## src/hdl/esms_pkg.sv

```systemverilog
package esms_pkg;

  // Request kinds carried in the input tuser
  localparam logic [2:0] MODE_RUN  = 3'd0;
  localparam logic [2:0] MODE_UP   = 3'd1;
  localparam logic [2:0] MODE_DOWN = 3'd2;
  localparam logic [2:0] MODE_STOP = 3'd3;
  localparam logic [2:0] MODE_POS  = 3'd4;
  localparam logic [2:0] MODE_INIT = 3'd5;

  // Motor commands
  localparam logic [1:0] CMD_NONE = 2'd0;
  localparam logic [1:0] CMD_MOVE = 2'd1;
  localparam logic [1:0] CMD_STOP = 2'd2;
  localparam logic [1:0] CMD_ZERO = 2'd3;

  // Control states
  localparam logic [3:0] ST_IDLE    = 4'd0;
  localparam logic [3:0] ST_UP      = 4'd1;
  localparam logic [3:0] ST_DW      = 4'd2;
  localparam logic [3:0] ST_POS     = 4'd3;
  localparam logic [3:0] ST_FAIL    = 4'd4;
  localparam logic [3:0] ST_CAL_TOP = 4'd5;
  localparam logic [3:0] ST_CAL_BOT = 4'd6;
  localparam logic [3:0] ST_CAL_UN  = 4'd7;
  localparam logic [3:0] ST_CAL_FIN = 4'd8;

  // Directions
  localparam logic signed [1:0] DIR_NONE = 2'sb00;
  localparam logic signed [1:0] DIR_FWD  = 2'sb01;
  localparam logic signed [1:0] DIR_REV  = 2'sb11;

  // Register indexes on the configuration port
  localparam logic [1:0] REG_VALID  = 2'd0;
  localparam logic [1:0] REG_UP_DIR = 2'd1;
  localparam logic [1:0] REG_TRAVEL = 2'd2;

  // Timing and speed constants
  localparam logic [31:0] SAFETY_MS    = 32'd20000;
  localparam logic [31:0] REVERSE_MS   = 32'd2000;
  localparam logic [31:0] UNWIND_MS    = 32'd500;
  localparam logic [31:0] TOP_PROBE_MS = 32'd200;
  localparam logic [7:0]  DEFAULT_RPM  = 8'd8;
  localparam logic [7:0]  SLOW_RPM     = 8'd2;

  // Travel time scale 110/100 and the first elapsed time that saturates
  localparam int unsigned SCALE_NUM  = 110;
  localparam int unsigned SCALE_DEN  = 100;
  localparam int unsigned TRAVEL_SAT = (65536 * SCALE_DEN + SCALE_NUM - 1) / SCALE_NUM;
  // Reciprocal of ten, exact for any 16-bit dividend
  localparam logic [15:0] RECIP_TEN  = 16'hCCCD;
  localparam int unsigned RECIP_SHIFT = 19;

  typedef struct packed {
    logic              valid;
    logic signed [1:0] up_dir;
    logic [15:0]       travel_ms;
  } cfg_t;

  typedef struct packed {
    logic [2:0]        mode;
    logic [31:0]       now_ms;
    logic              top_hit;
    logic              bottom_hit;
    logic signed [1:0] motor_moving_dir;
    logic [15:0]       motor_position;
    logic [15:0]       target_position;
    logic [7:0]        speed_request;
  } item_t;

  typedef struct packed {
    logic [1:0]        motor_cmd;
    logic signed [1:0] move_dir;
    logic [7:0]        move_speed;
    logic [15:0]       move_steps;
    logic              save_calib;
    logic [15:0]       saved_travel_ms;
    logic signed [1:0] saved_up_dir;
    logic [3:0]        control_state;
  } result_t;

  // A direction code of -2 counts as -1
  function automatic logic signed [1:0] norm_dir(input logic [1:0] d);
    norm_dir = (d == 2'b10) ? DIR_REV : $signed(d);
  endfunction

  function automatic logic signed [1:0] neg_dir(input logic signed [1:0] d);
    logic signed [1:0] n;
    n = norm_dir(d);
    if (n == DIR_FWD) begin
      neg_dir = DIR_REV;
    end else if (n == DIR_REV) begin
      neg_dir = DIR_FWD;
    end else begin
      neg_dir = DIR_NONE;
    end
  endfunction

endpackage

```

## src/hdl/esms_apb.sv

```systemverilog
module esms_apb (
  input  logic               clk,
  input  logic               rst,
  input  logic               psel,
  input  logic               penable,
  input  logic               pwrite,
  input  logic [3:0]         paddr,
  input  logic [31:0]        pwdata,
  output logic [31:0]        prdata,
  output logic               pready,
  output esms_pkg::cfg_t     cfg
);

  logic [1:0] reg_index;
  logic       wr_en;

  assign pready    = 1'b1;
  assign reg_index = paddr[3:2];
  assign wr_en     = psel && penable && pwrite;

  always_ff @(posedge clk) begin
    if (rst) begin
      cfg <= '0;
    end else if (wr_en) begin
      unique case (reg_index)
        esms_pkg::REG_VALID:  cfg.valid     <= pwdata[0];
        esms_pkg::REG_UP_DIR: cfg.up_dir    <= esms_pkg::norm_dir(pwdata[1:0]);
        esms_pkg::REG_TRAVEL: cfg.travel_ms <= pwdata[15:0];
        default: ;
      endcase
    end
  end

  always_comb begin
    unique case (reg_index)
      esms_pkg::REG_VALID:  prdata = {31'd0, cfg.valid};
      esms_pkg::REG_UP_DIR: prdata = {30'd0, cfg.up_dir};
      esms_pkg::REG_TRAVEL: prdata = {16'd0, cfg.travel_ms};
      default:              prdata = 32'd0;
    endcase
  end

endmodule

```

## src/hdl/esms_ctrl.sv

```systemverilog
module esms_ctrl #(
  parameter int POS_BITS = 16
) (
  input  logic                clk,
  input  logic                rst,
  input  logic                fire,
  input  esms_pkg::item_t     item,
  input  esms_pkg::cfg_t      cfg,
  output esms_pkg::result_t   res
);

  localparam logic [15:0] POS_MASK =
    (POS_BITS >= 16) ? 16'hFFFF : 16'((32'd1 << POS_BITS) - 32'd1);

  logic [3:0]        ctrl_state, ctrl_state_next;
  logic              deadline_armed, deadline_armed_next;
  logic [31:0]       deadline_ms, deadline_ms_next;
  logic [31:0]       calib_start_ms, calib_start_ms_next;
  logic signed [1:0] up_direction, up_direction_next;
  logic signed [1:0] down_direction, down_direction_next;
  logic [15:0]       travel_time_ms, travel_time_ms_next;

  logic              arm_en;
  logic [31:0]       arm_offset;
  logic [31:0]       arm_ms;

  logic signed [1:0] mdir;
  logic signed [1:0] mdir_neg;
  logic [7:0]        speed;
  logic [15:0]       cpos;
  logic [15:0]       tpos;
  logic              busy_locked;
  logic              expired;

  logic [31:0]       elapsed;
  logic [15:0]       elapsed_lo;
  logic [31:0]       tenth_prod;
  logic [15:0]       scaled;

  assign mdir        = esms_pkg::norm_dir(item.motor_moving_dir);
  assign mdir_neg    = esms_pkg::neg_dir(mdir);
  assign speed       = (item.speed_request == 8'd0) ? esms_pkg::DEFAULT_RPM
                                                    : item.speed_request;
  assign cpos        = item.motor_position & POS_MASK;
  assign tpos        = item.target_position & POS_MASK;
  assign busy_locked = ctrl_state >= esms_pkg::ST_FAIL;
  assign expired     = deadline_armed && (item.now_ms >= deadline_ms);
  assign arm_ms      = item.now_ms + arm_offset;

  // Elapsed * 1.1 computed as x + x/10, saturated
  assign elapsed    = item.now_ms - calib_start_ms;
  assign elapsed_lo = elapsed[15:0];
  assign tenth_prod = elapsed_lo * esms_pkg::RECIP_TEN;
  assign scaled     = (elapsed >= 32'(esms_pkg::TRAVEL_SAT)) ? 16'hFFFF :
                      elapsed_lo + 16'(tenth_prod[31:esms_pkg::RECIP_SHIFT]);

  always_comb begin
    ctrl_state_next     = ctrl_state;
    deadline_armed_next = deadline_armed;
    calib_start_ms_next = calib_start_ms;
    up_direction_next   = up_direction;
    down_direction_next = down_direction;
    travel_time_ms_next = travel_time_ms;
    arm_en              = 1'b0;
    arm_offset          = esms_pkg::SAFETY_MS;
    res                 = '0;

    case (item.mode)
      esms_pkg::MODE_RUN: begin
        if (ctrl_state == esms_pkg::ST_IDLE) begin
          deadline_armed_next = 1'b0;
        end else if (expired) begin
          if (ctrl_state == esms_pkg::ST_CAL_TOP && mdir == esms_pkg::DIR_FWD) begin
            res.motor_cmd  = esms_pkg::CMD_MOVE;
            res.move_dir   = esms_pkg::DIR_REV;
            res.move_speed = esms_pkg::SLOW_RPM;
            arm_en         = 1'b1;
            arm_offset     = esms_pkg::REVERSE_MS;
          end else begin
            res.motor_cmd       = esms_pkg::CMD_STOP;
            ctrl_state_next     = esms_pkg::ST_FAIL;
            deadline_armed_next = 1'b0;
          end
        end else begin
          unique case (ctrl_state)
            esms_pkg::ST_CAL_TOP: begin
              if (!item.top_hit) begin
                res.motor_cmd   = esms_pkg::CMD_MOVE;
                res.move_dir    = mdir_neg;
                res.move_speed  = esms_pkg::DEFAULT_RPM;
                ctrl_state_next = esms_pkg::ST_CAL_UN;
                arm_en          = 1'b1;
                arm_offset      = esms_pkg::UNWIND_MS;
              end
            end
            esms_pkg::ST_CAL_BOT: begin
              if (!item.bottom_hit) begin
                ctrl_state_next = esms_pkg::ST_CAL_UN;
                arm_en          = 1'b1;
              end
            end
            esms_pkg::ST_CAL_UN: begin
              if (item.bottom_hit) begin
                res.motor_cmd   = esms_pkg::CMD_MOVE;
                res.move_dir    = mdir_neg;
                res.move_speed  = esms_pkg::DEFAULT_RPM;
                ctrl_state_next = esms_pkg::ST_CAL_BOT;
                arm_en          = 1'b1;
              end else if (item.top_hit) begin
                up_direction_next   = mdir;
                down_direction_next = mdir_neg;
                ctrl_state_next     = esms_pkg::ST_CAL_FIN;
                arm_en              = 1'b1;
                calib_start_ms_next = item.now_ms;
                res.motor_cmd       = esms_pkg::CMD_MOVE;
                res.move_dir        = mdir_neg;
                res.move_speed      = esms_pkg::DEFAULT_RPM;
              end
            end
            esms_pkg::ST_CAL_FIN: begin
              if (item.bottom_hit) begin
                travel_time_ms_next = scaled;
                res.save_calib      = 1'b1;
                res.saved_travel_ms = scaled;
                res.saved_up_dir    = up_direction;
                ctrl_state_next     = esms_pkg::ST_IDLE;
                res.motor_cmd       = esms_pkg::CMD_ZERO;
              end
            end
            esms_pkg::ST_UP: begin
              if (item.top_hit) begin
                ctrl_state_next = esms_pkg::ST_IDLE;
                res.motor_cmd   = esms_pkg::CMD_STOP;
              end
            end
            esms_pkg::ST_DW: begin
              if (item.bottom_hit) begin
                ctrl_state_next = esms_pkg::ST_IDLE;
                res.motor_cmd   = esms_pkg::CMD_ZERO;
              end
            end
            esms_pkg::ST_POS: begin
              if (mdir == esms_pkg::DIR_NONE) begin
                ctrl_state_next = esms_pkg::ST_IDLE;
                res.motor_cmd   = esms_pkg::CMD_STOP;
              end
            end
            default: begin
              deadline_armed_next = 1'b0;
              ctrl_state_next     = esms_pkg::ST_IDLE;
              res.motor_cmd       = esms_pkg::CMD_STOP;
            end
          endcase
        end
      end
      esms_pkg::MODE_UP: begin
        if (!busy_locked && !item.top_hit) begin
          ctrl_state_next = esms_pkg::ST_UP;
          arm_en          = 1'b1;
          res.motor_cmd   = esms_pkg::CMD_MOVE;
          res.move_dir    = up_direction;
          res.move_speed  = speed;
        end
      end
      esms_pkg::MODE_DOWN: begin
        if (!busy_locked && !item.bottom_hit) begin
          ctrl_state_next = esms_pkg::ST_DW;
          arm_en          = 1'b1;
          res.motor_cmd   = esms_pkg::CMD_MOVE;
          res.move_dir    = down_direction;
          res.move_speed  = speed;
        end
      end
      esms_pkg::MODE_STOP: begin
        if (ctrl_state != esms_pkg::ST_IDLE) begin
          ctrl_state_next     = esms_pkg::ST_IDLE;
          deadline_armed_next = 1'b0;
        end
        res.motor_cmd = esms_pkg::CMD_STOP;
      end
      esms_pkg::MODE_POS: begin
        if (tpos > cpos) begin
          ctrl_state_next = esms_pkg::ST_POS;
          arm_en          = 1'b1;
          res.motor_cmd   = esms_pkg::CMD_MOVE;
          res.move_dir    = up_direction;
          res.move_speed  = speed;
          res.move_steps  = tpos - cpos;
        end else if (tpos < cpos) begin
          ctrl_state_next = esms_pkg::ST_POS;
          arm_en          = 1'b1;
          res.motor_cmd   = esms_pkg::CMD_MOVE;
          res.move_dir    = down_direction;
          res.move_speed  = speed;
          res.move_steps  = cpos - tpos;
        end
      end
      esms_pkg::MODE_INIT: begin
        up_direction_next   = cfg.up_dir;
        down_direction_next = esms_pkg::neg_dir(cfg.up_dir);
        travel_time_ms_next = cfg.travel_ms;
        arm_en              = 1'b1;
        if (cfg.valid) begin
          arm_offset = {16'd0, cfg.travel_ms};
          if (!busy_locked && !item.bottom_hit) begin
            ctrl_state_next = esms_pkg::ST_DW;
            res.motor_cmd   = esms_pkg::CMD_MOVE;
            res.move_dir    = esms_pkg::neg_dir(cfg.up_dir);
            res.move_speed  = esms_pkg::DEFAULT_RPM;
          end
        end else if (item.top_hit) begin
          ctrl_state_next = esms_pkg::ST_CAL_TOP;
          arm_offset      = esms_pkg::TOP_PROBE_MS;
          res.motor_cmd   = esms_pkg::CMD_MOVE;
          res.move_dir    = esms_pkg::DIR_FWD;
          res.move_speed  = esms_pkg::SLOW_RPM;
        end else begin
          ctrl_state_next = item.bottom_hit ? esms_pkg::ST_CAL_BOT : esms_pkg::ST_CAL_UN;
          res.motor_cmd   = esms_pkg::CMD_MOVE;
          res.move_dir    = esms_pkg::DIR_FWD;
          res.move_speed  = esms_pkg::DEFAULT_RPM;
        end
      end
      default: ;
    endcase

    if (arm_en) begin
      deadline_armed_next = 1'b1;
    end
    res.control_state = ctrl_state_next;
  end

  assign deadline_ms_next = arm_en ? arm_ms : deadline_ms;

  always_ff @(posedge clk) begin
    if (rst) begin
      ctrl_state     <= esms_pkg::ST_IDLE;
      deadline_armed <= 1'b0;
      deadline_ms    <= '0;
      calib_start_ms <= '0;
      up_direction   <= esms_pkg::DIR_NONE;
      down_direction <= esms_pkg::DIR_NONE;
      travel_time_ms <= '0;
    end else if (fire) begin
      ctrl_state     <= ctrl_state_next;
      deadline_armed <= deadline_armed_next;
      deadline_ms    <= deadline_ms_next;
      calib_start_ms <= calib_start_ms_next;
      up_direction   <= up_direction_next;
      down_direction <= down_direction_next;
      travel_time_ms <= travel_time_ms_next;
    end
  end

endmodule

```

## src/hdl/endstop_motion_sequencer_unit.sv

```systemverilog
// A transfer passes the input register and then the result register.
// Throughput: one item per cycle; the input register and the result register
// advance together whenever the result register is empty or being taken.
// Reset: synchronous, active high; control state goes idle, the deadline is
// disarmed and all stored timing, direction and configuration clear to zero.
module endstop_motion_sequencer_unit #(
  parameter int POS_BITS = 16
) (
  input  logic        clk,
  input  logic        rst,
  input  logic        s_tvalid,
  output logic        s_tready,
  // [31:0] now_ms, [32] top_hit, [33] bottom_hit, [35:34] motor_moving_dir,
  // [51:36] motor_position, [67:52] target_position, [75:68] speed_request
  input  logic [79:0] s_tdata,
  // [2:0] mode
  input  logic [2:0]  s_tuser,
  output logic        m_tvalid,
  input  logic        m_tready,
  // [1:0] motor_cmd, [3:2] move_dir, [11:4] move_speed, [27:12] move_steps,
  // [28] save_calib, [44:29] saved_travel_ms, [46:45] saved_up_dir,
  // [50:47] control_state
  output logic [55:0] m_tdata,
  input  logic        psel,
  input  logic        penable,
  input  logic        pwrite,
  input  logic [3:0]  paddr,
  input  logic [31:0] pwdata,
  output logic [31:0] prdata,
  output logic        pready
);

  esms_pkg::cfg_t    cfg;
  esms_pkg::item_t   item;
  esms_pkg::result_t res;
  logic              item_valid;
  logic              advance;
  logic              fire;

  esms_apb u_apb (
    .clk     (clk),
    .rst     (rst),
    .psel    (psel),
    .penable (penable),
    .pwrite  (pwrite),
    .paddr   (paddr),
    .pwdata  (pwdata),
    .prdata  (prdata),
    .pready  (pready),
    .cfg     (cfg)
  );

  assign advance  = !m_tvalid || m_tready;
  assign s_tready = !item_valid || advance;
  assign fire     = item_valid && advance;

  // Hold the accepted transfer
  always_ff @(posedge clk) begin
    if (rst) begin
      item_valid <= 1'b0;
    end else if (s_tready) begin
      item_valid <= s_tvalid;
    end
  end

  always_ff @(posedge clk) begin
    if (s_tready && s_tvalid) begin
      item.mode             <= s_tuser;
      item.now_ms           <= s_tdata[31:0];
      item.top_hit          <= s_tdata[32];
      item.bottom_hit       <= s_tdata[33];
      item.motor_moving_dir <= s_tdata[35:34];
      item.motor_position   <= s_tdata[51:36];
      item.target_position  <= s_tdata[67:52];
      item.speed_request    <= s_tdata[75:68];
    end
  end

  esms_ctrl #(
    .POS_BITS (POS_BITS)
  ) u_ctrl (
    .clk  (clk),
    .rst  (rst),
    .fire (fire),
    .item (item),
    .cfg  (cfg),
    .res  (res)
  );

  always_ff @(posedge clk) begin
    if (rst) begin
      m_tvalid <= 1'b0;
    end else if (advance) begin
      m_tvalid <= item_valid;
    end
  end

  always_ff @(posedge clk) begin
    if (fire) begin
      m_tdata <= {5'd0, res.control_state, res.saved_up_dir, res.saved_travel_ms,
                  res.save_calib, res.move_steps, res.move_speed, res.move_dir,
                  res.motor_cmd};
    end
  end

endmodule
```

## config.mk

```make
export PLATFORM = sky130hd
export DESIGN_NAME = endstop_motion_sequencer_unit
export DESIGN_NICKNAME = d
export VERILOG_FILES = /design/src/hdl/esms_pkg.sv /design/src/hdl/esms_apb.sv /design/src/hdl/esms_ctrl.sv /design/src/hdl/endstop_motion_sequencer_unit.sv
export SDC_FILE = /design/constraint.sdc
export NUM_CORES = 1
export LEC_CHECK = 0
export ABC_AREA = 1
export BUFFER_PORTS_ARGS = -buffer_cell sky130_fd_sc_hd__buf_2
export CELL_PAD_IN_SITES_DETAIL_PLACEMENT = 0
export CELL_PAD_IN_SITES_GLOBAL_PLACEMENT = 1
export CORE_AREA = 2 2 219 221
export DETAILED_ROUTE_END_ITERATION = 8
export DIE_AREA = 0 0 221 223
export GPL_TIMING_DRIVEN = 0
export PLACE_DENSITY_LB_ADDON = 0.12
export SKIP_LAST_GASP = 1
export SYNTH_ARGS = -nofsm -noshare
export SYNTH_HDL_FRONTEND = slang
export SYNTH_SLANG_ARGS = --single-unit
```

## constraint.sdc

```tcl
create_clock -name clk -period 10.4 [get_ports clk]
set_clock_uncertainty 0.2 [all_clocks]
set_input_delay 0.52 -clock clk [delete_from_list [all_inputs] [get_ports clk]]
set_output_delay 0.52 -clock clk [all_outputs]
set_load 0.01 [all_outputs]
```

==> run metrics, run 1 <==
R2R Path Start=item[46]; leading cell type in the layout, fill and taps excluded=inv_1; Synth cell types=between 60 and 70; Relative slew margins=0.347; Mean Syn Cell Area=about 7.6 um^2; peak fanout along the critical path=8; Setup crit end kind=flop; Post-CTS Setup Bufs=0; CP Class=reg2reg; max-cap viol count=0; post-synth top area share=0.187; Post-synth EDFFs=between 100 and 150; CTS Buf Count=25; Pre-antenna DRT Iters=5; DR iter-0 viols=around 1100; Worst Path Arrival=9780 ps; Yosys top cell by area=edfxtp_1; vias in the first global route=approximately 19000; YS warnings=0; Setup Total Neg Slack=0 ps; Tcrit/Tclk final=0.928; Fin. Hold Viols=0; status=finished clean; Synth Register Bits=~220; r2r setup slk=740 ps; Nets=3511; Hold Crit Start=pwdata[10]; Final Max Tran Viols=0; Async SR Flop Fraction=0; RSZ-0062 raised after global routing=no; CP dominant cell by count=nand2_1; DPL Wire Length=between 50000 and 60000 um; first-pass GRT wire length=between 90000 and 100000 um; DRC=0; port buffer count=171; I/O pin cnt=217; Slew @ Worst Pin=979 ps; Max Root-Sink Buffers=3; area growth from synthesis to layout=16.4%; most frequent cells in the layout=inv_1 (555), nand2_1 (494), ha_1 (251), a21oi_1 (229), nor2_1 (228); Placer Congestion=roughly 0.94; Post-Syn Area=~21000 um^2; Vias/cell=between 5 and 6; CTS Sinks=roughly 220; Hold Crit Endpoint=u_apb.cfg[10]; total grt overflow=0; CTS clk-pin slew, worst paths=approximately 60 ps; layout cell share with drive strength beyond 1=0.0985; CP max stage cell=fa_1; initial antenna violation count=0; maximum operating frequency=0.104 GHz; Final Setup Violations=0; Detail Route Antenna Nets=0; largest net degree at the start of global routing=61; RR Endpoint=m_tdata[40]; routed wire length=~63000 um; Hold Path Class=in2reg; width of the die=roughly 220 um; Die Area=about 50000 um^2; largest cells by area after synthesis=edfxtp_1 (19%), ha_1 (15%), inv_1 (10%); R2R cell count=between 40 and 50; CTS root buf=clkbuf_16; CP Launch Type=flop; # H-tree levels=1; crit path time final=roughly 9700 ps; Core Rows=80; routed vias=roughly 19000; CTS tree=yes; post-synthesis cell count=~2800; Clk Latency, worst-skew pair=570 ps; Hold Path Cell Cnt=3; Initial Util=0.442; drt wl/cell=approximately 17 um; Main synth FF type=edfxtp_1; die height=between 200 and 250 um; total track usage=0.252; Ant. Diodes=0; core area=roughly 47000 um^2; register area share after synthesis=0.277; slowest cell delay on critical path=590 ps; Critical Path RT=approximately 11000 ps
## layout make-up
class	count	area, um^2
Buffer	69	372
Clock buffer	31	678
Timing Repair Buffer	251	1670
Fill cell	4652	22900
Inverter	565	2120
Tap cell	615	769
Multi-Input combinational cell	1920	12700
Clock inverter	15	186
Sequential cell	224	5790
## cells in the mapped netlist, drive strengths merged (3+ instances only)
cell type	count
a21boi	10
a21o	9
a21oi	232
a31oi	9
buf	42
clkbuf	27
clkinv	3
dfxtp	94
edfxtp	130
fa	78
ha	251
inv	562
nand2	506
nand3	146
nand3b	8
nand4	36
nor2	237
nor3	33
nor4	13
o211ai	8
o21ai	153
o21bai	15
o221ai	6
o22ai	12
o31ai	6
or2	3
xnor2	36
xor2	71
## logic make-up (layout without fill, tap and decap cells)
family	count (synthesis)	count (layout)	share of synthesized area
flip-flops	224	224	0.277
AND/OR/NAND/NOR	986	986	0.203
buffers and inverters	634	931	0.119
XOR/XNOR	107	107	0.0480
other	2	22	0.000360
AO/OA/AOI/OAI	476	476	0.126
adder cells (fa/ha/maj)	329	329	0.225
## per-layer routing
metal  track usage  part of all wire
met1         0.345              0.46
met2         0.423              0.46
met3        0.0273             0.048
met4        0.0717             0.027
met5             0                 0
## flip-flops by register name (all words and copies together) (netlist names)
register,count
m_tdata,51
u_apb.cfg,19
u_ctrl.up_direction,2
m_tvalid,1
item_valid,1
u_ctrl.ctrl_state,4
item,79
u_ctrl.down_direction,2
u_ctrl.deadline_armed,1
u_ctrl.calib_start_ms,32
u_ctrl.deadline_ms,32
## how the worst max path moves through the flow
stage / slack (ps) / end / cells after the start / startpoint
after global placement: 430 / m_tdata[40] / 43 / item[44]
final: 740 / m_tdata[40] / 43 / item[46]
after detailed placement: 390 / m_tdata[40] / 43 / item[44]
after CTS: 370 / m_tdata[40] / 43 / item[44]
after floorplan: 2310 / m_tdata[37] / 43 / item[44]
after global routing: 130 / m_tdata[38] / 42 / item[44]
## stage by stage
step	std cells	hold slack, ps	setup WS [ps]	util	instance area [um^2]
2_1_floorplan	2778	227	2310	-	20900
3_3_place_gp	3564	236	426	0.478	22600
3_5_place_dp	3565	243	389	0.479	22600
4_1_cts	3690	16.7	371	0.514	24200
5_1_grt	3690	32.4	128	0.515	24300
6_report	3690	40.8	745	0.515	24300
## repair_timing
item                                    in CTS  in global routing
endpoints found under the setup margin       0                  7
gates resized for setup                      0                  5
hold endpoints to repair                    79                  0
hold buffers                                79                  0
## critical path: cells and delay by family (launching register included)
kind / cells / cell delay [ps]
AOI/OAI and AO/OA: 5 / 1250
xor gates and xnor gates: 2 / 580
buffers and inverters: 8 / 720
DFF: 1 / 520
and+or+nand+nor: 19 / 1900
adders and majority gates: 9 / 4230
Power of run 1 is left out: the tool's default activity adds up to more than one toggle a clock period on the data nets, which glitch-free logic cannot reach.
==> run 2: changes to the inputs <==
clock period = 9.41 ns   (was 10.4 ns; I/O delays follow)
==> run metrics, run 2 (same netlist as run 1, synthesis figures left out) <==
Initial Util=0.442; Biggest register=item; RSZ-0062 raised after global routing=yes; CP max stage cell=fa_1; Max Root-Sink Buffers=3; Final Setup Violations=0; setup slack after layout=just under 500 ps; max-cap viol count=0; drt wl/cell=around 17 um; Hold Crit Start=pwdata[13]; CTS Buf Count=25; CP Launch Type=flop; leading cell type in the layout, fill and taps excluded=inv_1; port buffer count=171; I/O pin cnt=217; placed cells=~3600; DR iter-0 viols=approximately 1100; CTS clk-pin slew, worst paths=~60 ps; Clk Latency, worst-skew pair=about 570 ps; initial antenna violation count=0; crit path time final=8930 ps; CP Class=reg2reg; Critical Path Start=item[48]; vias in the first global route=around 19000; Relative slew margins=0.347; Nets=3533; Vias/cell=5.13; Largest register FFs=between 70 and 80; Critical Path RT=9530 ps; Die Area=49300 um^2; DPL Wire Length=approximately 52000 um; most frequent cells in the layout=inv_1 (551), nand2_1 (492), ha_1 (247), a21oi_1 (229), nor2_1 (226); Non-Filler Instances=about 3700; Pre-antenna DRT Iters=5; DRC=0; Setup crit end kind=flop; CTS tree=yes; R2R cell count=44; r2r setup slk=around 480 ps; Hold Slack=around 32 ps; Hold Path Class=in2reg; maximum operating frequency=between 0.1 and 0.15 GHz; core area=~47000 um^2; status=finished clean; Ant. Diodes=0; CP dominant cell by count=inv_1; Tcrit/Tclk final=0.949; Slew @ Worst Pin=roughly 1000 ps; CTS root buf=clkbuf_16; Fin. Hold Viols=0; R2R Path Start=item[48]; Top Registers=item (79), m_tdata (51); routed vias=between 15000 and 20000; total grt overflow=0; Detail Route Antenna Nets=0; peak fanout along the critical path=6; total track usage=0.253; CTS Sinks=~220; width of the die=roughly 220 um; Core Rows=80; first-pass GRT wire length=around 100000 um; die height=about 220 um; # H-tree levels=1; Hold Path Cell Cnt=3; largest net degree at the start of global routing=61; layout cell share with drive strength beyond 1=0.108; routed wire length=roughly 64000 um; Placer Congestion=roughly 0.94; Setup Total Neg Slack=0 ps; area growth from synthesis to layout=18.1%; slowest cell delay on critical path=between 500 and 600 ps; Final Max Tran Viols=0; worst slack, placed=-601 ps; Worst Path Arrival=between 9000 and 10000 ps
==> run 2: cell types whose count changed in the layout (fill, tap and decap cells not counted), moves of 3 or more <==
cell           previous run  this run
ha_1                    251       247
inv_1                   555       551
xor2_4                    4         8
inv_2                     6         9
ha_2                      0         3
dlygate4sd3_1            79        90
buf_4                    22        32
==> run 2: worst paths after layout <==
path | end
setup / recovery | m_tdata[37]
hold / removal | u_apb.cfg[13]
setup reg to reg | m_tdata[37]
hold reg to reg | u_ctrl.calib_start_ms[0]
==> run 2: layout make-up <==
class | count | area (um^2)
fillers | 4619 | 22500
multi-input cells | 1920 | 12800
flip-flops and latches | 224 | 5790
inverters | 565 | 2130
repair buffers | 273 | 1880
well taps | 615 | 769
clock buffers | 31 | 678
plain buffers | 69 | 372
clock inverters | 15 | 186
==> run 2: critical path, delay by kind of cell (launching register included) <==
family / cells / cell delay, ps
fa+ha+maj: 10 / 3970
flops: 1 / 540
xor+xnor: 3 / 490
compound gates: 7 / 1170
simple gates: 12 / 1290
buf+inv: 12 / 1020
==> run 2: metrics by stage <==
step | cell area (um^2) | utilization
floorplan | 20900 | -
detailed placement | 22600 | 0.479
CTS | 24400 | 0.518
global route | 24600 | 0.523
finish | 24600 | 0.523
global placement | 22600 | 0.478
==> run 2: repair_timing <==
item	CTS	global route
endpoints found under the setup margin	11	11
gates resized for setup	9	25
pin swaps	1	4
setup buffers	2	9
endpoints found under the hold margin	90	0
hold buffers	90	0
==> run 2: layer usage <==
metal  vias to the layer above  share of wire  GRT usage
met2                       491           0.46      0.426
met4                         0          0.028     0.0730
met5                         -              0          0
li1                       9540              -          -
met1                      8928           0.46      0.345
met3                        95          0.046     0.0270
Power of run 2 is left out for the same reason.
